--- config.mk ---
export PLATFORM = sky130hd
export DESIGN_NAME = mmng_rate_scale
export DESIGN_NICKNAME = d
export VERILOG_FILES = /design/src/design/assert_macros.svh /design/src/design/mmng_pkg.sv /design/src/design/mmng_rate_scale.sv
export SDC_FILE = /design/constraint.sdc
export NUM_CORES = 2
export LEC_CHECK = 0
export ABC_AREA = 1
export BUFFER_PORTS_ARGS = -buffer_cell sky130_fd_sc_hd__buf_4
export CAP_MARGIN = 20
export CORE_MARGIN = 2
export CORE_UTILIZATION = 55
export CTS_CLUSTER_SIZE = 28
export DETAILED_ROUTE_END_ITERATION = 7
export GPL_TIMING_DRIVEN = 0
export PLACE_DENSITY = 0.76
export SLEW_MARGIN = 40
export SYNTH_ARGS = -nofsm -noshare
export SYNTH_HDL_FRONTEND = slang
export SYNTH_SLANG_ARGS = --single-unit
--- constraint.sdc ---
create_clock -name clk -period 5.95 [get_ports clk]
set_clock_uncertainty 0.05 [all_clocks]
set_input_delay 0.2975 -clock clk [delete_from_list [all_inputs] [get_ports clk]]
set_output_delay 0.2975 -clock clk [all_outputs]
set_load 0.005 [all_outputs]
--- src/design/assert_macros.svh ---
// ----------------------------------------------------------------------------
// Assertion macros
// Short wrappers for the concurrent assertions used across the noise generator.
// ----------------------------------------------------------------------------
`ifndef ASSERT_MACROS_SVH
`define ASSERT_MACROS_SVH

// The expression must hold at every clock edge outside reset.
`define ASSERT_ALWAYS(label, clk, rst_n, expr, msg) \
    label: assert property (@(posedge clk) disable iff (!rst_n) (expr)) else $error(msg);

// The consequent must hold in the same cycle as the antecedent.
`define ASSERT_IMPLY(label, clk, rst_n, ante, cons, msg) \
    label: assert property (@(posedge clk) disable iff (!rst_n) (ante) |-> (cons)) \
        else $error(msg);

// The consequent must hold in the cycle after the antecedent.
`define ASSERT_NEXT(label, clk, rst_n, ante, cons, msg) \
    label: assert property (@(posedge clk) disable iff (!rst_n) (ante) |=> (cons)) \
        else $error(msg);

`endif

--- src/design/mmng_pkg.sv ---
// ----------------------------------------------------------------------------
// mmng_pkg
// Shared types, constants and helper functions of the multi-mode noise
// generator.
// ----------------------------------------------------------------------------
package mmng_pkg;

    // Sample width default and fixed field widths.
    localparam int SAMPLE_WIDTH_DEFAULT = 16;
    localparam int PITCH_WIDTH          = 24;
    localparam int RATE_WIDTH           = 32;
    localparam int RNG_WIDTH            = 32;
    localparam int CFG_INDEX_WIDTH      = 4;
    localparam int CFG_DATA_WIDTH       = 32;

    // Rate scaling: (rate * pitch) >> 16.
    localparam int PROD_WIDTH   = RATE_WIDTH + PITCH_WIDTH;
    localparam int SCALE_SHIFT  = 16;
    localparam int SCALED_WIDTH = PROD_WIDTH - SCALE_SHIFT;

    // Crackle probability and hash increment limits.
    localparam logic [SCALED_WIDTH-1:0] PROB_MIN = SCALED_WIDTH'(42950);
    localparam logic [SCALED_WIDTH-1:0] PROB_MAX = SCALED_WIDTH'(64'd3865470566);
    localparam logic [SCALED_WIDTH-1:0] INC_MIN  = SCALED_WIDTH'(4294967);
    localparam logic [SCALED_WIDTH-1:0] INC_MAX  = SCALED_WIDTH'(64'h1_0000_0000);
    localparam int PHASE_WIDTH = 32;

    localparam logic [RNG_WIDTH-1:0] SEED_DEFAULT = 32'd123456789;

    // Pink filter formats: taps Q8.23, coefficients Q0.23.
    localparam int TAP_WIDTH       = 32;
    localparam int COEF_WIDTH      = 24;
    localparam int W23_WIDTH       = 24;
    localparam int FRAC_BITS       = 23;
    localparam int NUM_DECAY_TAPS  = 6;
    localparam int NUM_TERMS       = 8;
    localparam int PINK_SUM_WIDTH  = 35;

    localparam logic signed [COEF_WIDTH-1:0] TAP_DECAY [NUM_DECAY_TAPS] = '{
        24'sd8379045, 24'sd8332572, 24'sd8128561,
        24'sd7268729, 24'sd4613734, -24'sd6388764
    };
    localparam logic signed [COEF_WIDTH-1:0] TAP_GAIN [NUM_DECAY_TAPS] = '{
        24'sd465718, 24'sd629782, 24'sd1290604,
        24'sd2604542, 24'sd4470727, -24'sd141751
    };
    localparam logic signed [COEF_WIDTH-1:0] GAIN_MID  = 24'sd4497972;
    localparam logic signed [COEF_WIDTH-1:0] GAIN_TAP6 = 24'sd972459;
    localparam logic signed [COEF_WIDTH-1:0] GAIN_OUT  = 24'sd922747;

    // Noise modes.
    typedef enum logic [1:0] {
        MODE_WHITE   = 2'd0,
        MODE_PINK    = 2'd1,
        MODE_CRACKLE = 2'd2,
        MODE_HASH    = 2'd3
    } noise_mode_t;

    // Configuration register indexes.
    typedef enum logic [CFG_INDEX_WIDTH-1:0] {
        CFG_NOISE_MODE   = 4'd0,
        CFG_CRACKLE_RATE = 4'd1,
        CFG_HASH_RATE    = 4'd2,
        CFG_RNG_SEED     = 4'd3
    } cfg_index_t;

    // Configuration as seen by the datapath.
    typedef struct packed {
        noise_mode_t           mode;
        logic [RATE_WIDTH-1:0] crackle_rate;
        logic [RATE_WIDTH-1:0] hash_rate;
    } cfg_t;

    // Seed load request from the configuration port.
    typedef struct packed {
        logic                 load;
        logic [RNG_WIDTH-1:0] value;
    } seed_load_t;

    // Control of the generator stage.
    typedef struct packed {
        logic load;
        logic fire;
    } core_ctrl_t;

    // Register enables of the pink output stages.
    typedef struct packed {
        logic load_sum;
        logic load_prod;
        logic load_out;
    } out_ctrl_t;

    // One step of the 13/17/5 xorshift generator.
    function automatic logic [RNG_WIDTH-1:0] xorshift32(input logic [RNG_WIDTH-1:0] x_in);
        logic [RNG_WIDTH-1:0] x;
        x = x_in;
        x = x ^ (x << 13);
        x = x ^ (x >> 17);
        x = x ^ (x << 5);
        return x;
    endfunction

    // Fold a 32-bit word down to one byte.
    function automatic logic [7:0] fold_byte(input logic [RNG_WIDTH-1:0] h);
        return h[7:0] ^ h[15:8] ^ h[23:16] ^ h[31:24];
    endfunction

endpackage

--- src/design/mmng_rate_scale.sv ---
// ----------------------------------------------------------------------------
// mmng_rate_scale
// Input register for the pitch multiplier and the two rate multipliers that
// scale the crackle probability and the hash increment.
// ----------------------------------------------------------------------------
module mmng_rate_scale (
    input  logic                                clk,
    input  logic                                load_in,
    input  logic                                load_prod,
    input  logic [mmng_pkg::PITCH_WIDTH-1:0]    pitch_mult,
    input  mmng_pkg::cfg_t                      cfg,
    output logic [mmng_pkg::SCALED_WIDTH-1:0]   prob_raw,
    output logic [mmng_pkg::SCALED_WIDTH-1:0]   inc_raw
);

    logic [mmng_pkg::PITCH_WIDTH-1:0]  pitch_reg;
    logic [mmng_pkg::PROD_WIDTH-1:0]   prob_prod;
    logic [mmng_pkg::PROD_WIDTH-1:0]   inc_prod;
    logic [mmng_pkg::SCALED_WIDTH-1:0] prob_raw_reg;
    logic [mmng_pkg::SCALED_WIDTH-1:0] inc_raw_reg;

    // Both rates are scaled by the same pitch.
    assign prob_prod = mmng_pkg::PROD_WIDTH'(cfg.crackle_rate) *
                       mmng_pkg::PROD_WIDTH'(pitch_reg);
    assign inc_prod  = mmng_pkg::PROD_WIDTH'(cfg.hash_rate) *
                       mmng_pkg::PROD_WIDTH'(pitch_reg);

    // Input and product registers.
    always_ff @(posedge clk)
    begin
        if (load_in)
        begin
            pitch_reg <= pitch_mult;
        end
        if (load_prod)
        begin
            prob_raw_reg <= prob_prod[mmng_pkg::PROD_WIDTH-1:mmng_pkg::SCALE_SHIFT];
            inc_raw_reg  <= inc_prod[mmng_pkg::PROD_WIDTH-1:mmng_pkg::SCALE_SHIFT];
        end
    end

    assign prob_raw = prob_raw_reg;
    assign inc_raw  = inc_raw_reg;

endmodule

==> flow_metrics.tcl <==
set metrics [dict create \
    io_buffers 170 \
    r2r_end "inc_raw[11]$_DFFE_PP_" \
    ys_seq_area_share_pct 5.66 \
    cp_max_fo 10 \
    setup_tns_ns -45.28 \
    avgSynthCellArea_sq_um 7.68 \
    die_h_um 321 \
    antenna_found_initial 19 \
    maxSlewViolCount 0 \
    yosysWarnings 0 \
    crit_required_ns 6.11 \
    postRouteAntennaNets 0 \
    grt_pass1_vias 49856 \
    crit_end "inc_raw[11]$_DFFE_PP_" \
    grt_max_degree 81 \
    failed_checks "DRC, setup timing" \
    pin_count 173 \
    setup_viol 80 \
    via_count 49746 \
    slew_headroom_pct 29.6 \
    tritoncts "built" \
    hpwl_mm 180 \
    fp.dieW_um 321 \
    routed.top_layer "met5" \
    clock_latency_ns 0.46 \
    hold_class "primary input to register" \
    grt.total_usage_pct 43.9 \
    hold_viol_final 0 \
    first_iter_violations 6095 \
    reg2reg_depth 27 \
    post-route-util_pct 64.7 \
    synthesis.nets 8954 \
    path_clk_slew_ns 0.10 \
    placed_area_sq_mm 0.0583 \
    layout-drive-gt1-share_pct 14.3 \
    avgViaCountPerCell 5.63 \
    startpoint_type "register" \
    areaGrowthSynthToFinish_pct 17.0 \
    crit_start "pitch_reg[3]$_DFFE_PP_" \
    r2r_slack_ns -0.76 \
    overflow 0 \
    max_freq_ghz 0.149 \
    cts-root-buf "clkbuf_16" \
    worst_pin_slew_ns 1.06 \
    detail_route.wl_per_cell_um 25.6 \
    layout_common_cells "2343 x inv_1, 1856 x nand2_1, 1277 x fa_1" \
    arrival_ns 6.87 \
    start_util_pct 55.3 \
    wl_met1_mm 84.0 \
    setup.worst_path.class "register to register" \
    cts_buffers 9 \
    firstDrtPassIters 8 \
    r2r_start "pitch_reg[3]$_DFFE_PP_" \
    grt_first_pass_wirelength_mm 321 \
    core.rowCount 116 \
    clk_path_buf_depth 2 \
    maxCapViolCount 0 \
    cts.sinks 104 \
    dieArea_sq_mm 0.103 \
    wirelength_mm 226 \
    syn_inst 7191 \
    synthesis.area_sq_mm 0.0552 \
    htreeDepth 3 \
    final_common_cell "inv_1" \
    setup_ws_ns -0.759 \
    met3_length_mm 34.5 \
    crit_path_end_kind "register" \
    rsz0062_at_grt "true" \
    synthDistinctLibCells 35 \
    drc_errors 9 \
    core_sq_mm 0.0999 \
    fin_crit_ns 6.71 \
    status "complete, but fails checks" \
    fin_area_sq_mm 0.0646 \
    final_net_count 9275 \
    fin_crit_sh_pct 113 \
    wl_met2_mm 89.9 \
    gp_congestion 1.02 \
    synth-seq-cells 104 \
]
==> kinds of logic (layout without fill, tap and decap cells) <==
family	after synthesis	in the layout	share of synthesized area [%]
DFF	104	104	5.66
AOI/OAI and AO/OA	287	287	2.79
xor gates and xnor gates	51	51	0.809
and+or+nand+nor	2362	2362	16.5
other	0	17	0
buffers and inverters	2717	3043	18.5
adders and majority gates	1670	1670	55.7
==> critical path, stage by stage, from the launching register on <==
cell and delay [ns]:
edfxtp_1 0.42, buf_4 0.15, buf_12 0.13, buf_12 0.14, clkbuf_16 0.16, nand2_1 0.08
fa_1 0.56, inv_1 0.05, fa_1 0.43, inv_1 0.08, fa_2 0.44, fa_1 0.58
inv_1 0.09, fa_2 0.48, fa_1 0.49, inv_1 0.05, fa_1 0.47, inv_1 0.06
ha_4 0.31, nand2_2 0.10, buf_4 0.16, nor2_4 0.13, buf_4 0.15, nand2_2 0.15
o21ai_4 0.24, buf_4 0.15, a21oi_2 0.03, xnor2_1 0.12
==> through the flow <==
| stage | cells | setup WS [ns] | hold WS (ns) |
|---|---|---|---|
| 3_3_place_gp | 8659 | -2.51 | 0.426 |
| 4_1_cts | 8727 | -0.639 | 0.242 |
| 6_report | 8832 | -0.759 | 0.280 |
| 2_1_floorplan | 7191 | -0.00667 | 0.346 |
| 5_1_grt | 8822 | -0.865 | 0.272 |
| 3_5_place_dp | 8660 | -2.00 | 0.427 |
==> synth_stat cells, drive strengths merged <==
master,n,area (sq um)
nor3b,1,7.51
fa,1314,26300
o211ai,1,7.51
nand3b,2,15.0
nand4,26,163
a21oi,160,801
ha,356,4450
o21ai,88,448
o31ai,2,15.0
clkbuf,248,931
nor2,234,886
and3,2,12.5
nand2,1981,7450
nor4,6,37.5
nor3,21,110
xnor2,18,158
and2,1,6.26
xor2,33,289
edfxtp,104,3120
o21bai,22,165
o21a,4,30.0
a21boi,4,30.0
buf,48,185
nand3,88,445
inv,2421,9090
a21o,6,45.0
==> metal layers <==
metal / vias to the layer above / global-route usage, %
met2: 3470 / 60.1
met1: 24720 / 58.2
li1: 20572 / -
met5: - / 1.18
met4: 22 / 26.1
met3: 962 / 17.9
==> cell type report <==
| class | instances | area [sq um] |
|---|---|---|
| multi-input cells | 4370 | 44800 |
| flip-flops and latches | 104 | 3120 |
| plain buffers | 291 | 2930 |
| repair buffers | 315 | 2730 |
| inverters | 2421 | 9110 |
| diodes | 17 | 42.5 |
| clock inverters | 7 | 78.8 |
| clock buffers | 9 | 225 |
| fillers | 8518 | 35200 |
| well taps | 1298 | 1620 |
==> worst min-delay path by stage <==
stage | end | startpoint | slack [ns] | depth (start not counted)
global placement | pitch_reg[11]$_DFFE_PP_ | pitch_mult[11] | 0.43 | 1
floorplan | pitch_reg[0]$_DFFE_PP_ | pitch_mult[0] | 0.35 | 0
global route | pitch_reg[22]$_DFFE_PP_ | load_in | 0.27 | 1
detailed placement | pitch_reg[21]$_DFFE_PP_ | pitch_mult[21] | 0.43 | 1
finish | pitch_reg[21]$_DFFE_PP_ | load_in | 0.28 | 1
CTS | pitch_reg[5]$_DFFE_PP_ | load_in | 0.24 | 1
==> timing repair <==
item	in CTS	in global routing
pin swaps	52	196
gates resized for setup	772	456
cloned	0	5
hold endpoints to repair	24	0
buffers inserted	30	85
endpoints found under the setup margin	80	80
hold buffers	24	0
Power is not shown: default switching activity piles up to over one toggle a cycle in this logic, so the estimate is an artifact.
