[src/design/assert_macros.svh]
// ----------------------------------------------------------------------------
// Assertion macros
// Short wrappers for the concurrent assertions used across the noise generator.
// ----------------------------------------------------------------------------
`ifndef ASSERT_MACROS_SVH
`define ASSERT_MACROS_SVH

// The expression must hold at every clock edge outside reset.
`define ASSERT_ALWAYS(label, clk, rst_n, expr, msg) \
    label: assert property (@(posedge clk) disable iff (!rst_n) (expr)) else $error(msg);

// The consequent must hold in the same cycle as the antecedent.
`define ASSERT_IMPLY(label, clk, rst_n, ante, cons, msg) \
    label: assert property (@(posedge clk) disable iff (!rst_n) (ante) |-> (cons)) \
        else $error(msg);

// The consequent must hold in the cycle after the antecedent.
`define ASSERT_NEXT(label, clk, rst_n, ante, cons, msg) \
    label: assert property (@(posedge clk) disable iff (!rst_n) (ante) |=> (cons)) \
        else $error(msg);

`endif

[src/design/mmng_pkg.sv]
// ----------------------------------------------------------------------------
// mmng_pkg
// Shared types, constants and helper functions of the multi-mode noise
// generator.
// ----------------------------------------------------------------------------
package mmng_pkg;

    // Sample width default and fixed field widths.
    localparam int SAMPLE_WIDTH_DEFAULT = 16;
    localparam int PITCH_WIDTH          = 24;
    localparam int RATE_WIDTH           = 32;
    localparam int RNG_WIDTH            = 32;
    localparam int CFG_INDEX_WIDTH      = 4;
    localparam int CFG_DATA_WIDTH       = 32;

    // Rate scaling: (rate * pitch) >> 16.
    localparam int PROD_WIDTH   = RATE_WIDTH + PITCH_WIDTH;
    localparam int SCALE_SHIFT  = 16;
    localparam int SCALED_WIDTH = PROD_WIDTH - SCALE_SHIFT;

    // Crackle probability and hash increment limits.
    localparam logic [SCALED_WIDTH-1:0] PROB_MIN = SCALED_WIDTH'(42950);
    localparam logic [SCALED_WIDTH-1:0] PROB_MAX = SCALED_WIDTH'(64'd3865470566);
    localparam logic [SCALED_WIDTH-1:0] INC_MIN  = SCALED_WIDTH'(4294967);
    localparam logic [SCALED_WIDTH-1:0] INC_MAX  = SCALED_WIDTH'(64'h1_0000_0000);
    localparam int PHASE_WIDTH = 32;

    localparam logic [RNG_WIDTH-1:0] SEED_DEFAULT = 32'd123456789;

    // Pink filter formats: taps Q8.23, coefficients Q0.23.
    localparam int TAP_WIDTH       = 32;
    localparam int COEF_WIDTH      = 24;
    localparam int W23_WIDTH       = 24;
    localparam int FRAC_BITS       = 23;
    localparam int NUM_DECAY_TAPS  = 6;
    localparam int NUM_TERMS       = 8;
    localparam int PINK_SUM_WIDTH  = 35;

    localparam logic signed [COEF_WIDTH-1:0] TAP_DECAY [NUM_DECAY_TAPS] = '{
        24'sd8379045, 24'sd8332572, 24'sd8128561,
        24'sd7268729, 24'sd4613734, -24'sd6388764
    };
    localparam logic signed [COEF_WIDTH-1:0] TAP_GAIN [NUM_DECAY_TAPS] = '{
        24'sd465718, 24'sd629782, 24'sd1290604,
        24'sd2604542, 24'sd4470727, -24'sd141751
    };
    localparam logic signed [COEF_WIDTH-1:0] GAIN_MID  = 24'sd4497972;
    localparam logic signed [COEF_WIDTH-1:0] GAIN_TAP6 = 24'sd972459;
    localparam logic signed [COEF_WIDTH-1:0] GAIN_OUT  = 24'sd922747;

    // Noise modes.
    typedef enum logic [1:0] {
        MODE_WHITE   = 2'd0,
        MODE_PINK    = 2'd1,
        MODE_CRACKLE = 2'd2,
        MODE_HASH    = 2'd3
    } noise_mode_t;

    // Configuration register indexes.
    typedef enum logic [CFG_INDEX_WIDTH-1:0] {
        CFG_NOISE_MODE   = 4'd0,
        CFG_CRACKLE_RATE = 4'd1,
        CFG_HASH_RATE    = 4'd2,
        CFG_RNG_SEED     = 4'd3
    } cfg_index_t;

    // Configuration as seen by the datapath.
    typedef struct packed {
        noise_mode_t           mode;
        logic [RATE_WIDTH-1:0] crackle_rate;
        logic [RATE_WIDTH-1:0] hash_rate;
    } cfg_t;

    // Seed load request from the configuration port.
    typedef struct packed {
        logic                 load;
        logic [RNG_WIDTH-1:0] value;
    } seed_load_t;

    // Control of the generator stage.
    typedef struct packed {
        logic load;
        logic fire;
    } core_ctrl_t;

    // Register enables of the pink output stages.
    typedef struct packed {
        logic load_sum;
        logic load_prod;
        logic load_out;
    } out_ctrl_t;

    // One step of the 13/17/5 xorshift generator.
    function automatic logic [RNG_WIDTH-1:0] xorshift32(input logic [RNG_WIDTH-1:0] x_in);
        logic [RNG_WIDTH-1:0] x;
        x = x_in;
        x = x ^ (x << 13);
        x = x ^ (x >> 17);
        x = x ^ (x << 5);
        return x;
    endfunction

    // Fold a 32-bit word down to one byte.
    function automatic logic [7:0] fold_byte(input logic [RNG_WIDTH-1:0] h);
        return h[7:0] ^ h[15:8] ^ h[23:16] ^ h[31:24];
    endfunction

endpackage

[src/design/mmng_pink_out.sv]
// ----------------------------------------------------------------------------
// mmng_pink_out
// Output stages: sum of the pink terms, scaling by the output gain, then
// rounding and saturation. Other modes pass their sample alongside.
// ----------------------------------------------------------------------------
module mmng_pink_out #(
    parameter int SAMPLE_WIDTH = mmng_pkg::SAMPLE_WIDTH_DEFAULT
) (
    input  logic                                                    clk,
    input  mmng_pkg::out_ctrl_t                                     ctrl,
    input  mmng_pkg::cfg_t                                          cfg,
    input  logic signed [SAMPLE_WIDTH-1:0]                          sample_in,
    input  logic [mmng_pkg::NUM_TERMS-1:0][mmng_pkg::TAP_WIDTH-1:0] terms,
    output logic signed [SAMPLE_WIDTH-1:0]                          noise_sample
);

    localparam int SUM_W     = mmng_pkg::PINK_SUM_WIDTH;
    localparam int PROD_W    = SUM_W + mmng_pkg::COEF_WIDTH;
    localparam int RND_W     = PROD_W + 1;
    localparam int OUT_SHIFT = mmng_pkg::FRAC_BITS + mmng_pkg::W23_WIDTH - SAMPLE_WIDTH;
    localparam logic signed [RND_W-1:0] RND_HALF = RND_W'(1) << (OUT_SHIFT - 1);
    localparam logic signed [RND_W-1:0] OUT_MAX  = (RND_W'(1) << (SAMPLE_WIDTH - 1)) - RND_W'(1);
    localparam logic signed [RND_W-1:0] OUT_MIN  = -OUT_MAX - RND_W'(1);

    logic signed [SUM_W-1:0]        sum_next;
    logic signed [SUM_W-1:0]        sum_reg;
    logic signed [PROD_W-1:0]       prod_next;
    logic signed [PROD_W-1:0]       prod_reg;
    logic signed [RND_W-1:0]        rounded;
    logic signed [RND_W-1:0]        shifted;
    logic signed [SAMPLE_WIDTH-1:0] pink;
    logic signed [SAMPLE_WIDTH-1:0] sample3_reg;
    logic signed [SAMPLE_WIDTH-1:0] sample4_reg;
    logic signed [SAMPLE_WIDTH-1:0] out_next;
    logic signed [SAMPLE_WIDTH-1:0] out_reg;

    // Adder tree over the eight terms.
    always_comb
    begin
        sum_next = '0;
        for (int i = 0; i < mmng_pkg::NUM_TERMS; i++)
        begin
            sum_next = sum_next + SUM_W'(signed'(terms[i]));
        end
    end

    // Output gain.
    assign prod_next = sum_reg * mmng_pkg::GAIN_OUT;

    // Round half up, rescale to the sample format and saturate.
    assign rounded = RND_W'(prod_reg) + RND_HALF;
    assign shifted = rounded >>> OUT_SHIFT;
    assign pink    = (shifted > OUT_MAX) ? OUT_MAX[SAMPLE_WIDTH-1:0] :
                     (shifted < OUT_MIN) ? OUT_MIN[SAMPLE_WIDTH-1:0] :
                     shifted[SAMPLE_WIDTH-1:0];
    assign out_next = (cfg.mode == mmng_pkg::MODE_PINK) ? pink : sample4_reg;

    // Stage registers; the last one is the output register.
    always_ff @(posedge clk)
    begin
        if (ctrl.load_sum)
        begin
            sum_reg     <= sum_next;
            sample3_reg <= sample_in;
        end
        if (ctrl.load_prod)
        begin
            prod_reg    <= prod_next;
            sample4_reg <= sample3_reg;
        end
        if (ctrl.load_out)
        begin
            out_reg <= out_next;
        end
    end

    assign noise_sample = out_reg;

endmodule
[config.mk]
export PLATFORM = sky130hd
export DESIGN_NAME = mmng_pink_out
export DESIGN_NICKNAME = d
export VERILOG_FILES = /design/src/design/assert_macros.svh /design/src/design/mmng_pkg.sv /design/src/design/mmng_pink_out.sv
export SDC_FILE = /design/constraint.sdc
export NUM_CORES = 1
export LEC_CHECK = 0
export ABC_AREA = 1
export BUFFER_PORTS_ARGS = -buffer_cell sky130_fd_sc_hd__buf_2
export CORE_MARGIN = 2
export CORE_UTILIZATION = 47
export CTS_CLUSTER_DIAMETER = 150
export CTS_CLUSTER_SIZE = 30
export DETAILED_ROUTE_END_ITERATION = 8
export GPL_TIMING_DRIVEN = 1
export PLACE_DENSITY = 0.78
export SETUP_SLACK_MARGIN = 0.2
export SKIP_LAST_GASP = 1
export SLEW_MARGIN = 20
export SYNTH_ARGS = -nofsm -noshare
export SYNTH_HDL_FRONTEND = slang
export SYNTH_SLANG_ARGS = --single-unit
[constraint.sdc]
create_clock -name clk -period 7.1 [get_ports clk]
set_input_delay 2.13 -clock clk [delete_from_list [all_inputs] [get_ports clk]]
set_output_delay 2.13 -clock clk [all_outputs]
set_load 0.02 [all_outputs]
==> results.json <==
{
  "outcome": "finished clean",
  "io_buffers": 293,
  "drc": 0,
  "cp-startpoint": "sum_reg[8]",
  "critPathBufInv": 8,
  "synth_area_mm2": 0.0253,
  "rr_startpoint": "sum_reg[8]",
  "r2r_setup_slack_ns": 0.71,
  "path_clk_slew_ns": 0.09,
  "largest_reg_flops": 35,
  "end_kind": "register",
  "finalHoldViolCount": 0,
  "slowest_stage": "edfxtp_1",
  "setup_ws_ns": 0.711,
  "start_util": 0.473,
  "ys_seq_area_frac": 0.129,
  "wl_per_cell_um": 15.9,
  "cp_top_family": "adder cells",
  "startpoint_type": "register",
  "via_count": 18900,
  "cap_violations": 0,
  "first_pass_iters": 5,
  "htree_levels": 3,
  "cpPeakStageDelay_ns": 0.68,
  "r2r_cells": 26,
  "antenna_found_initial": 0,
  "synthCells": 2809,
  "dieArea_mm2": 0.0558,
  "fin_crit_sh": 0.900,
  "cts_root_buffer": "clkbuf_16",
  "io_pins": 358,
  "rsz0062_at_grt": "false",
  "timing.rr.end": "prod_reg[46]",
  "viasPerCell": 4.96,
  "min_period_ns": 6.39,
  "grt_max_degree": 52,
  "syn_nets": 3933,
  "slew_headroom": 0.367,
  "die_h_um": 236,
  "ctsResizeCount": 0,
  "grt_util_all_layers": 0.226,
  "synth_cell_types": 47,
  "tritoncts": "built",
  "fin_hold_ws_ns": 0.411,
  "yosysTopAreaCellShare": 0.381,
  "tns_ns": 0,
  "cts_max_path_buffers": 2,
  "crit_top_cell": "inv_1",
  "finalSetupViolCount": 0,
  "cts_inserted_buffers": 9,
  "holdPathStages": 0,
  "core_area_mm2": 0.0536,
  "arrival_ns": 6.54,
  "placed_cells": 3802,
  "worstSetupEndpoint": "prod_reg[46]",
  "gp_congestion": 1.05,
  "crit_fanout": 9,
  "nNetsFinal": 4241,
  "critPathRequiredTime_ns": 7.25,
  "min_path_type": "register to register",
  "clk_latency_ns": 0.39,
  "drt_wl_total_mm": 60.6,
  "finClkSkew_ns": 0.0139,
  "ant_nets": 0,
  "final_cells": 3818,
  "yosysWarnings": 0,
  "path_depth": 26,
  "drt_first_iter_violations": 928,
  "fp-row-count": 85,
  "grt_pass1_vias": 21000,
  "drive_gt1_frac": 0.120,
  "holdBufCountCts": 0,
  "areaGrowthSynthToFinish_pct": 10.6,
  "synthTopCellsByArea": "fa_1 (38%), ha_1 (15%), edfxtp_1 (13%)",
  "post-place-ws_ns": 0.512,
  "ys_ff_latch": 109,
  "critPathKind": "register to register",
  "fillers": 4873,
  "cts.sinks": 109,
  "fp.dieW_um": 236,
  "grt_pass1_wl_mm": 99.1,
  "drv_slew": 0,
  "post_cts_buffers": 0,
  "synth.avg_cell_area_um2": 9.02,
  "num_antenna_cells": 0,
  "post-dp-hpwl_mm": 54.6,
  "synthDominantAreaCellType": "fa_1",
  "fmax_mhz": 157,
  "worst_pin_slew_ns": 0.950,
  "grt.overflow.total": 0
}
[cell usage after synthesis, drive strengths merged]
| library cell | instances |
|---|---|
| nor2 | 213 |
| nand3 | 62 |
| maj3 | 1 |
| o21ai | 87 |
| a21oi | 119 |
| o31ai | 1 |
| nand2b | 1 |
| clkbuf | 4 |
| ha | 300 |
| inv | 843 |
| mux2 | 1 |
| or2 | 3 |
| a31oi | 16 |
| and2 | 3 |
| fa | 482 |
| a21o | 29 |
| a21boi | 5 |
| xor2 | 80 |
| xnor2 | 29 |
| a211oi | 1 |
| clkinv | 1 |
| nor3 | 16 |
| nand4 | 22 |
| and3 | 3 |
| nor4 | 3 |
| buf | 3 |
| edfxtp | 109 |
| o211ai | 3 |
| nand2 | 350 |
| a221oi | 3 |
| o21bai | 14 |
| o221ai | 2 |
[metrics by stage]
stage / util / cell area (um^2)
final: 0.523 / 28000
after global routing: 0.523 / 28000
after CTS: 0.523 / 28000
after detailed placement: 0.517 / 27700
after global placement: 0.517 / 27700
after floorplan: - / 25300
[layout by cell type, fill, tap and decap left out, types with 2 or more instances in the layout]
cell type,synthesis,final
inv_1,841,841
fa_1,482,482
nand2_1,331,331
ha_1,300,300
buf_2,1,293
nor2_1,201,201
edfxtp_1,109,109
a21oi_1,108,108
o21ai_0,83,83
xor2_1,79,79
nand3_1,60,60
xnor2_1,29,29
a21o_1,29,29
nand4_1,22,22
nand2_2,18,18
a31oi_1,16,16
nor3_1,15,15
o21bai_1,13,13
buf_4,0,11
a21oi_2,10,10
clkbuf_16,0,9
nor2_2,8,8
a21boi_0,5,5
nor2_4,4,4
and3_1,3,3
nor4_1,3,3
or2_2,3,3
o21ai_1,3,3
and2_1,3,3
o211ai_1,3,3
a221oi_1,3,3
inv_12,0,3
inv_2,2,2
o221ai_1,2,2
nand3_2,2,2
inv_6,0,2
[how the worst min path moves through the flow]
stage | start | endpoint | slack [ns]
after floorplan | sample3_reg[0] | sample4_reg[0] | 0.40
after global placement | sample3_reg[4] | sample4_reg[4] | 0.40
after detailed placement | sample3_reg[13] | sample4_reg[13] | 0.40
after CTS | sample3_reg[8] | sample4_reg[8] | 0.41
after global routing | sample3_reg[8] | sample4_reg[8] | 0.43
final | sample3_reg[8] | sample4_reg[8] | 0.41
[per-layer routing]
metal | vias up | global-route usage | share of wire
li1 | 9088 | - | -
met1 | 9096 | 0.250 | 0.38
met2 | 609 | 0.427 | 0.52
met3 | 128 | 0.0346 | 0.055
met4 | 0 | 0.0974 | 0.044
met5 | - | 0 | 0
[layout make-up]
cell class                 instances  area, um^2  share of cell area
clock inverter                     7        93.8             0.00335
tap                              696         871              0.0311
timing repair buffer             304        1550              0.0553
clock buffer                       9         225             0.00803
inverter                         844        3170               0.113
sequential                       109        3270               0.117
multi-input combinational       1849       18900               0.673
[kinds of logic after synthesis]
logic type | share of synthesized area
AO/OA/AOI/OAI | 0.0643
XOR/XNOR | 0.0380
adder cells (fa/ha/maj) | 0.529
buffers and inverters | 0.127
flip-flops | 0.129
multiplexers | 0.000444
AND/OR/NAND/NOR | 0.112
Power is left out: the tool's default activity adds up to more than one toggle a clock period on the data nets, which glitch-free logic cannot reach.
