### src/design/assert_macros.svh
// ----------------------------------------------------------------------------
// Assertion macros
// Short wrappers for the concurrent assertions used across the noise generator.
// ----------------------------------------------------------------------------
`ifndef ASSERT_MACROS_SVH
`define ASSERT_MACROS_SVH

// The expression must hold at every clock edge outside reset.
`define ASSERT_ALWAYS(label, clk, rst_n, expr, msg) \
    label: assert property (@(posedge clk) disable iff (!rst_n) (expr)) else $error(msg);

// The consequent must hold in the same cycle as the antecedent.
`define ASSERT_IMPLY(label, clk, rst_n, ante, cons, msg) \
    label: assert property (@(posedge clk) disable iff (!rst_n) (ante) |-> (cons)) \
        else $error(msg);

// The consequent must hold in the cycle after the antecedent.
`define ASSERT_NEXT(label, clk, rst_n, ante, cons, msg) \
    label: assert property (@(posedge clk) disable iff (!rst_n) (ante) |=> (cons)) \
        else $error(msg);

`endif

### src/design/mmng_pkg.sv
// ----------------------------------------------------------------------------
// mmng_pkg
// Shared types, constants and helper functions of the multi-mode noise
// generator.
// ----------------------------------------------------------------------------
package mmng_pkg;

    // Sample width default and fixed field widths.
    localparam int SAMPLE_WIDTH_DEFAULT = 16;
    localparam int PITCH_WIDTH          = 24;
    localparam int RATE_WIDTH           = 32;
    localparam int RNG_WIDTH            = 32;
    localparam int CFG_INDEX_WIDTH      = 4;
    localparam int CFG_DATA_WIDTH       = 32;

    // Rate scaling: (rate * pitch) >> 16.
    localparam int PROD_WIDTH   = RATE_WIDTH + PITCH_WIDTH;
    localparam int SCALE_SHIFT  = 16;
    localparam int SCALED_WIDTH = PROD_WIDTH - SCALE_SHIFT;

    // Crackle probability and hash increment limits.
    localparam logic [SCALED_WIDTH-1:0] PROB_MIN = SCALED_WIDTH'(42950);
    localparam logic [SCALED_WIDTH-1:0] PROB_MAX = SCALED_WIDTH'(64'd3865470566);
    localparam logic [SCALED_WIDTH-1:0] INC_MIN  = SCALED_WIDTH'(4294967);
    localparam logic [SCALED_WIDTH-1:0] INC_MAX  = SCALED_WIDTH'(64'h1_0000_0000);
    localparam int PHASE_WIDTH = 32;

    localparam logic [RNG_WIDTH-1:0] SEED_DEFAULT = 32'd123456789;

    // Pink filter formats: taps Q8.23, coefficients Q0.23.
    localparam int TAP_WIDTH       = 32;
    localparam int COEF_WIDTH      = 24;
    localparam int W23_WIDTH       = 24;
    localparam int FRAC_BITS       = 23;
    localparam int NUM_DECAY_TAPS  = 6;
    localparam int NUM_TERMS       = 8;
    localparam int PINK_SUM_WIDTH  = 35;

    localparam logic signed [COEF_WIDTH-1:0] TAP_DECAY [NUM_DECAY_TAPS] = '{
        24'sd8379045, 24'sd8332572, 24'sd8128561,
        24'sd7268729, 24'sd4613734, -24'sd6388764
    };
    localparam logic signed [COEF_WIDTH-1:0] TAP_GAIN [NUM_DECAY_TAPS] = '{
        24'sd465718, 24'sd629782, 24'sd1290604,
        24'sd2604542, 24'sd4470727, -24'sd141751
    };
    localparam logic signed [COEF_WIDTH-1:0] GAIN_MID  = 24'sd4497972;
    localparam logic signed [COEF_WIDTH-1:0] GAIN_TAP6 = 24'sd972459;
    localparam logic signed [COEF_WIDTH-1:0] GAIN_OUT  = 24'sd922747;

    // Noise modes.
    typedef enum logic [1:0] {
        MODE_WHITE   = 2'd0,
        MODE_PINK    = 2'd1,
        MODE_CRACKLE = 2'd2,
        MODE_HASH    = 2'd3
    } noise_mode_t;

    // Configuration register indexes.
    typedef enum logic [CFG_INDEX_WIDTH-1:0] {
        CFG_NOISE_MODE   = 4'd0,
        CFG_CRACKLE_RATE = 4'd1,
        CFG_HASH_RATE    = 4'd2,
        CFG_RNG_SEED     = 4'd3
    } cfg_index_t;

    // Configuration as seen by the datapath.
    typedef struct packed {
        noise_mode_t           mode;
        logic [RATE_WIDTH-1:0] crackle_rate;
        logic [RATE_WIDTH-1:0] hash_rate;
    } cfg_t;

    // Seed load request from the configuration port.
    typedef struct packed {
        logic                 load;
        logic [RNG_WIDTH-1:0] value;
    } seed_load_t;

    // Control of the generator stage.
    typedef struct packed {
        logic load;
        logic fire;
    } core_ctrl_t;

    // Register enables of the pink output stages.
    typedef struct packed {
        logic load_sum;
        logic load_prod;
        logic load_out;
    } out_ctrl_t;

    // One step of the 13/17/5 xorshift generator.
    function automatic logic [RNG_WIDTH-1:0] xorshift32(input logic [RNG_WIDTH-1:0] x_in);
        logic [RNG_WIDTH-1:0] x;
        x = x_in;
        x = x ^ (x << 13);
        x = x ^ (x >> 17);
        x = x ^ (x << 5);
        return x;
    endfunction

    // Fold a 32-bit word down to one byte.
    function automatic logic [7:0] fold_byte(input logic [RNG_WIDTH-1:0] h);
        return h[7:0] ^ h[15:8] ^ h[23:16] ^ h[31:24];
    endfunction

endpackage

### src/design/mmng_cfg_regs.sv
// ----------------------------------------------------------------------------
// mmng_cfg_regs
// Configuration registers: mode, crackle rate and hash rate, plus the seed
// load request that goes straight to the generator.
// ----------------------------------------------------------------------------
module mmng_cfg_regs (
    input  logic                                 clk,
    input  logic                                 rst_n,
    input  logic                                 cfg_valid,
    output logic                                 cfg_ready,
    input  logic [mmng_pkg::CFG_INDEX_WIDTH-1:0] cfg_index,
    input  logic [mmng_pkg::CFG_DATA_WIDTH-1:0]  cfg_data,
    output mmng_pkg::cfg_t                       cfg,
    output mmng_pkg::seed_load_t                 seed
);

    mmng_pkg::noise_mode_t                mode_reg;
    logic [mmng_pkg::RATE_WIDTH-1:0]      crackle_rate_reg;
    logic [mmng_pkg::RATE_WIDTH-1:0]      hash_rate_reg;
    logic                                 write_en;

    // Writes are always taken.
    assign cfg_ready = 1'b1;
    assign write_en  = cfg_valid & cfg_ready;

    // Register file; unknown indexes are ignored.
    always_ff @(posedge clk or negedge rst_n)
    begin
        if (!rst_n)
        begin
            mode_reg         <= mmng_pkg::MODE_WHITE;
            crackle_rate_reg <= '0;
            hash_rate_reg    <= '0;
        end
        else if (write_en)
        begin
            case (cfg_index)
                mmng_pkg::CFG_NOISE_MODE:
                    mode_reg <= mmng_pkg::noise_mode_t'(cfg_data[1:0]);
                mmng_pkg::CFG_CRACKLE_RATE:
                    crackle_rate_reg <= cfg_data;
                mmng_pkg::CFG_HASH_RATE:
                    hash_rate_reg <= cfg_data;
                default:
                    ;
            endcase
        end
    end

    assign cfg.mode         = mode_reg;
    assign cfg.crackle_rate = crackle_rate_reg;
    assign cfg.hash_rate    = hash_rate_reg;

    // A zero seed would lock the generator, so it loads as one.
    assign seed.load  = write_en && (cfg_index == mmng_pkg::CFG_RNG_SEED);
    assign seed.value = (cfg_data == '0) ? mmng_pkg::RNG_WIDTH'(1) : cfg_data;

endmodule

### config.mk
export PLATFORM = sky130hd
export DESIGN_NAME = mmng_cfg_regs
export DESIGN_NICKNAME = d
export VERILOG_FILES = /design/src/design/assert_macros.svh /design/src/design/mmng_pkg.sv /design/src/design/mmng_cfg_regs.sv
export SDC_FILE = /design/constraint.sdc
export NUM_CORES = 1
export LEC_CHECK = 0
export BUFFER_PORTS_ARGS = -buffer_cell sky130_fd_sc_hd__buf_2
export CORE_AREA = 5 5 83 85
export DETAILED_ROUTE_END_ITERATION = 10
export DIE_AREA = 0 0 88 90
export HOLD_SLACK_MARGIN = 0.08
export PLACE_DENSITY = 0.84
export SYNTH_ARGS = -nofsm -noshare
export SYNTH_HDL_FRONTEND = slang
export SYNTH_SLANG_ARGS = --single-unit
### constraint.sdc
create_clock -name clk -period 1.45 [get_ports clk]
set_input_delay 0.29 -clock clk [delete_from_list [all_inputs] [get_ports clk]]
set_output_delay 0.29 -clock clk [all_outputs]
set_load 0.005 [all_outputs]
==> results_dict.tcl, run 1 <==
set metrics [dict create \
    status "finished, violations left" \
    violations "setup timing" \
    grt_pass1_vias 2201 \
    drive_above_1_share_pct 76.6 \
    critical-path-max-stage-delay_ns 0.26 \
    grt_pass1_wl_um 11300 \
    cap_viol_max_count 0 \
    r2r-start "hash_rate_reg[27]" \
    grt_start_max_net_pins 33 \
    hp-class "in2reg" \
    routed-wl-met2_um 3560 \
    cts_max_path_buffers 2 \
    met1_length_um 2850 \
    final_area_mm2 0.00403 \
    numCtsBuffers 9 \
    hpwl_um 5340 \
    synth_seq_cells 66 \
    final_hold_viol_count 0 \
    gr-total-overflow 0 \
    worst_slack_ns -0.0571 \
    tns_ns -0.0571 \
    p_per_area_mw_per_mm2 1370 \
    drv_slew 0 \
    min_path_cells 2 \
    chipWidth_um 88 \
    cts-htree-levels 3 \
    endpoint_kind "output port" \
    wl_per_cell_um 17.2 \
    r2r-end "hash_rate_reg[27]" \
    num_antenna_cells 0 \
    yosys.area.top_type_share_pct 58.3 \
    core_area_mm2 0.00613 \
    ir_worst_vdd_uv 779 \
    finalWirelength_um 7110 \
    fin_nets 371 \
    track_usage_pct 18.7 \
    synth_largest_area_cell "dfrtp_1" \
    synth_area_per_cell_um2 15.1 \
    clk_pin_slew_worst_paths_ns 0.08 \
    clkSinkCount 66 \
    placed_cell_area_mm2 0.00373 \
    fillers 445 \
    vias 2012 \
    cp.arrival_ns 1.22 \
    r2r_slack_ns 0.66 \
    syn_inst 188 \
    clkLatencyLatePin_ns 0.33 \
    clock-root-buffer "clkbuf_8" \
    crit_fanout 2 \
    place.gp.congestion 0.762 \
    drt_iter0_drc 46 \
    area_growth_pct 42.3 \
    row_count 29 \
    place_ws_ns -0.244 \
    ys_seq_area_share_pct 58.3 \
    hold_start "cfg_data[5]" \
    first_pass_iters 4 \
    setup_viol 1 \
    die_h_um 90 \
    critPathKind "in2out" \
    synth.distinct_cells 16 \
    synth_nets 227 \
    post-route-period-util_pct 104 \
    r2r_cells 1 \
    final_util_pct 65.7 \
    period_needed_ns 1.51 \
    drcViolationCount 0 \
    rsz0062_at_grt "yes" \
    highest_layer "met4" \
    antenna_found_initial 0 \
    min_to "hash_rate_reg[5]" \
    holdWs_ns 0.225 \
    port_buffers 137 \
    vias_per_cell 4.86 \
    crit_slowest_cell "nor4_4" \
    start_util_pct 46.2 \
    final_antenna_net_count 0 \
    met3_length_um 609 \
    synthTopCellsByArea "dfrtp_1 58%, mux2_4 16%, mux2_2 14%" \
    start_kind "input pin" \
    leakagePower_nw 2.09 \
    fmax_ghz 0.664 \
    cp_data_required_time_ns 1.16 \
    synth_area_mm2 0.00283 \
    dieArea_mm2 0.00792 \
    crit_chain "buf_8 > nor4_4 > buf_4 > nand4_1 > o21bai_1 > buf_2" \
    cts_tree "built" \
    fin_worst_skew_ns 0 \
    io_pins 139 \
    yosys_warnings 0 \
]
[final cells by class]
type	instances	area [µm²]	area share [%]
clock buffer	10	128	3.17
clock inverter	6	90.1	2.24
multi-input combinational	83	1030	25.7
sequential	66	1650	41.0
tap	77	96.3	2.39
timing repair buffer	172	1030	25.6
[cells in the mapped netlist]
cell type	n
and4_1	1
and4b_1	1
and4bb_2	1
buf_4	5
buf_8	3
clkbuf_1	31
conb_1	1
dfrtp_1	66
mux2_1	2
mux2_2	34
mux2_4	30
nand4_1	2
nand4b_2	1
nor2_2	1
nor4_1	8
o21bai_1	1
[repair_timing]
action | in CTS | in global routing
hold endpoints to repair | 12 | 0
setup endpoints to repair | 1 | 1
buffers inserted | 1 | 0
hold buffers | 1 | 0
pin swaps | 3 | 0
gates resized for setup | 9 | 1
cloned | 0 | 0
[metrics by stage]
step                      instances  power [mW]
after floorplan                 188        3.09
after global placement          397        3.78
after detailed placement        397        3.86
after CTS                       414        5.58
after global routing            414        5.82
final                           414        5.53
[critical path: cells and delay by family]
family,cells,cell delay (ns)
AO/OA/AOI/OAI,1,0.15
buffers and inverters,3,0.39
AND/OR/NAND/NOR,2,0.38
[cells in the final DEF (no fill, tap or decap)]
cell,instances
buf_8,1
clkbuf_8,9
mux2_1,2
buf_6,1
buf_2,135
clkinv_4,1
buf_4,29
clkinvlp_4,1
nor4_2,1
nor4_1,4
dlygate4sd3_1,1
and4b_2,1
mux2_4,30
nand4b_2,1
mux2_2,34
clkbuf_1,1
dfrtp_1,66
clkinv_2,1
nor2_2,1
and4bb_2,1
nor4_4,3
nand4_1,2
buf_12,5
bufinv_16,2
inv_6,1
conb_1,1
and4_1,1
o21bai_1,1
[cell families (layout without fill, tap and decap cells)]
logic type	Yosys count	count (layout)	share of synthesized area, %
mux	66	66	30.2
buf+inv	39	188	7.02
simple gates	15	15	4.06
compound gates	1	1	0.265
flops	66	66	58.3
other cells	1	1	0.132
[power by group]
group          switching [mW]  total (mW)  internal [mW]
sequential              0.230        2.50           2.27
combinational           0.493        1.33          0.836
clock                   0.724        1.70          0.975
[layer usage]
metal,vias up,global-route usage (%)
met4,0,6.91
met1,983,23.4
met3,12,4.30
met2,98,31.1
li1,919,-
met5,-,0
[how the worst max path moves through the flow]
| stage | from | to | slack [ns] | cells after the start |
|---|---|---|---|---|
| global route | cfg_data[22] | seed[0] | -0.18 | 6 |
| floorplan | cfg_index[3] | crackle_rate_reg[0] | 0.12 | 5 |
| detailed placement | cfg_data[10] | seed[0] | -0.24 | 6 |
| finish | cfg_data[22] | seed[0] | -0.06 | 6 |
| global placement | cfg_data[10] | seed[0] | -0.22 | 6 |
| CTS | cfg_data[22] | seed[0] | -0.10 | 6 |
No activity file was read; power rests on OpenSTA's default activity.
==> run 2: changes to the inputs <==
--- a/config.mk
+++ b/config.mk
@@ -11,6 +11,7 @@
 export DIE_AREA = 0 0 88 90
 export HOLD_SLACK_MARGIN = 0.08
 export PLACE_DENSITY = 0.84
+export REMOVE_ABC_BUFFERS = 1
 export SYNTH_ARGS = -nofsm -noshare
 export SYNTH_HDL_FRONTEND = slang
 export SYNTH_SLANG_ARGS = --single-unit
==> results_dict.tcl, run 2 (same netlist as run 1, synthesis figures left out) <==
set metrics [dict create \
    status "finished, violations left" \
    violations "setup timing" \
    critPathKind "in2out" \
    mostFrequentLayoutCells "132 x buf_2, 66 x dfrtp_1, 34 x mux2_2" \
    cp.arrival_ns 1.16 \
    grt_start_max_net_pins 67 \
    drive_above_1_share_pct 77.0 \
    vias_per_cell 4.86 \
    met3_length_um 529 \
    cts-htree-levels 3 \
    numCtsBuffers 9 \
    r2r_slack_ns 0.64 \
    core_area_mm2 0.00613 \
    fin_total_pwr_mw 5.36 \
    period_needed_ns 1.45 \
    p_per_area_mw_per_mm2 1330 \
    io_pins 139 \
    leakagePower_nw 2.07 \
    port_buffers 137 \
    placed_cell_area_mm2 0.00371 \
    final_antenna_net_count 0 \
    wl_per_cell_um 16.5 \
    row_count 29 \
    grt_pass1_vias 2096 \
    final_common_cell "buf_2" \
    setup_viol 1 \
    endpoint "seed[0]" \
    drt_iter0_drc 25 \
    clock-root-buffer "clkbuf_8" \
    gr-total-overflow 0 \
    highest_layer "met4" \
    hp-class "in2reg" \
    first_pass_iters 4 \
    cp_data_required_time_ns 1.16 \
    crit_fanout 2 \
    clkSinkCount 66 \
    min_path_cells 2 \
    fmax_ghz 0.689 \
    post-cts-setup-buffers 0 \
    r2r_cells 1 \
    rsz0062_at_grt "yes" \
    finalWirelength_um 6750 \
    vias 1984 \
    fin_worst_skew_ns 0 \
    post-route-period-util_pct 100 \
    clk_pin_slew_worst_paths_ns 0.07 \
    die_h_um 90 \
    met1_length_um 2840 \
    drcViolationCount 0 \
    grt_pass1_wl_um 10500 \
    start_util_pct 46.2 \
    dieArea_mm2 0.00792 \
    track_usage_pct 16.9 \
    r2r-end "hash_rate_reg[5]" \
    clkLatencyLatePin_ns 0.31 \
    chipWidth_um 88 \
    place.gp.congestion 0.730 \
    cap_viol_max_count 0 \
    area_growth_pct 42.6 \
    r2r-start "hash_rate_reg[5]" \
    place_ws_ns -0.206 \
    antenna_found_initial 0 \
    num_antenna_cells 0 \
    final_hold_viol_count 0 \
    endpoint_kind "output port" \
    ir_worst_vdd_uv 735 \
    cts_tree "built" \
    worst_slack_ns -0.00225 \
    drv_slew 0 \
    start_kind "input pin" \
    fin_nets 366 \
    cts_max_path_buffers 2 \
    hpwl_um 4950 \
    critPathLaunch "cfg_data[26]" \
    final_area_mm2 0.00404 \
    routed-wl-met2_um 3280 \
]
-- run 2: cell count changes in the layout (fill, tap and decap cells not counted), moves of 3 or more --
cell / before / now
buf_2: 135 / 132
buf_4: 29 / 25
buf_6: 1 / 4
clkbuf_8: 9 / 12
nor4_1: 4 / 1
nor4_4: 3 / 7
-- run 2: per-layer routing --
layer | GRT usage (%) | vias up
met5 | 0 | -
met4 | 5.50 | 0
met3 | 3.75 | 12
met2 | 27.4 | 89
met1 | 22.1 | 973
li1 | - | 910
-- run 2: layout make-up --
type	instances	area, µm²
Clock buffer	13	169
Clock inverter	2	35.0
Fill cell	448	2090
Timing Repair Buffer	167	998
Tap cell	77	96.3
Multi-Input combinational cell	83	1090
Sequential cell	66	1650
-- run 2: worst min-delay path by stage --
| stage | from | to | slack (ns) |
|---|---|---|---|
| floorplan | rst_n | crackle_rate_reg[0] | -0.006 |
| detailed placement | rst_n | hash_rate_reg[7] | 0.34 |
| CTS | cfg_data[3] | crackle_rate_reg[3] | 0.23 |
| global route | cfg_data[27] | crackle_rate_reg[27] | 0.21 |
| global placement | rst_n | crackle_rate_reg[7] | 0.33 |
| finish | cfg_data[27] | hash_rate_reg[27] | 0.23 |
-- run 2: power by group --
| part | switching [mW] | leakage (nW) | total [mW] | internal (mW) |
|---|---|---|---|---|
| sequential | 0.225 | 0.809 | 2.50 | 2.27 |
| combinational | 0.489 | 1.16 | 1.32 | 0.835 |
| clock | 0.616 | 0.106 | 1.54 | 0.924 |
-- run 2: per-stage QoR --
| stage | TNS (ns) | hold WS [ns] | instances | util, % |
|---|---|---|---|---|
| detailed placement | -2.39 | 0.338 | 395 | 60.5 |
| global route | -0.0439 | 0.213 | 408 | 65.9 |
| finish | -0.00225 | 0.227 | 408 | 65.9 |
| global placement | -1.30 | 0.331 | 395 | 60.5 |
| CTS | -0.0316 | 0.233 | 409 | 65.6 |
| floorplan | -31.12 | -0.00559 | 149 | - |
-- run 2: repair_timing --
item / in CTS / in global routing
endpoints found under the hold margin: 66 / 0
gates resized for setup: 17 / 5
setup endpoints to repair: 1 / 1
pin swaps: 6 / 4
hold buffers: 1 / 0
-- run 2: worst max-delay path, cell delays in order --
cell      delay (ns)
buf_2           0.13
nor4_4          0.27
nand4_1         0.16
o21bai_1        0.18
buf_2           0.13
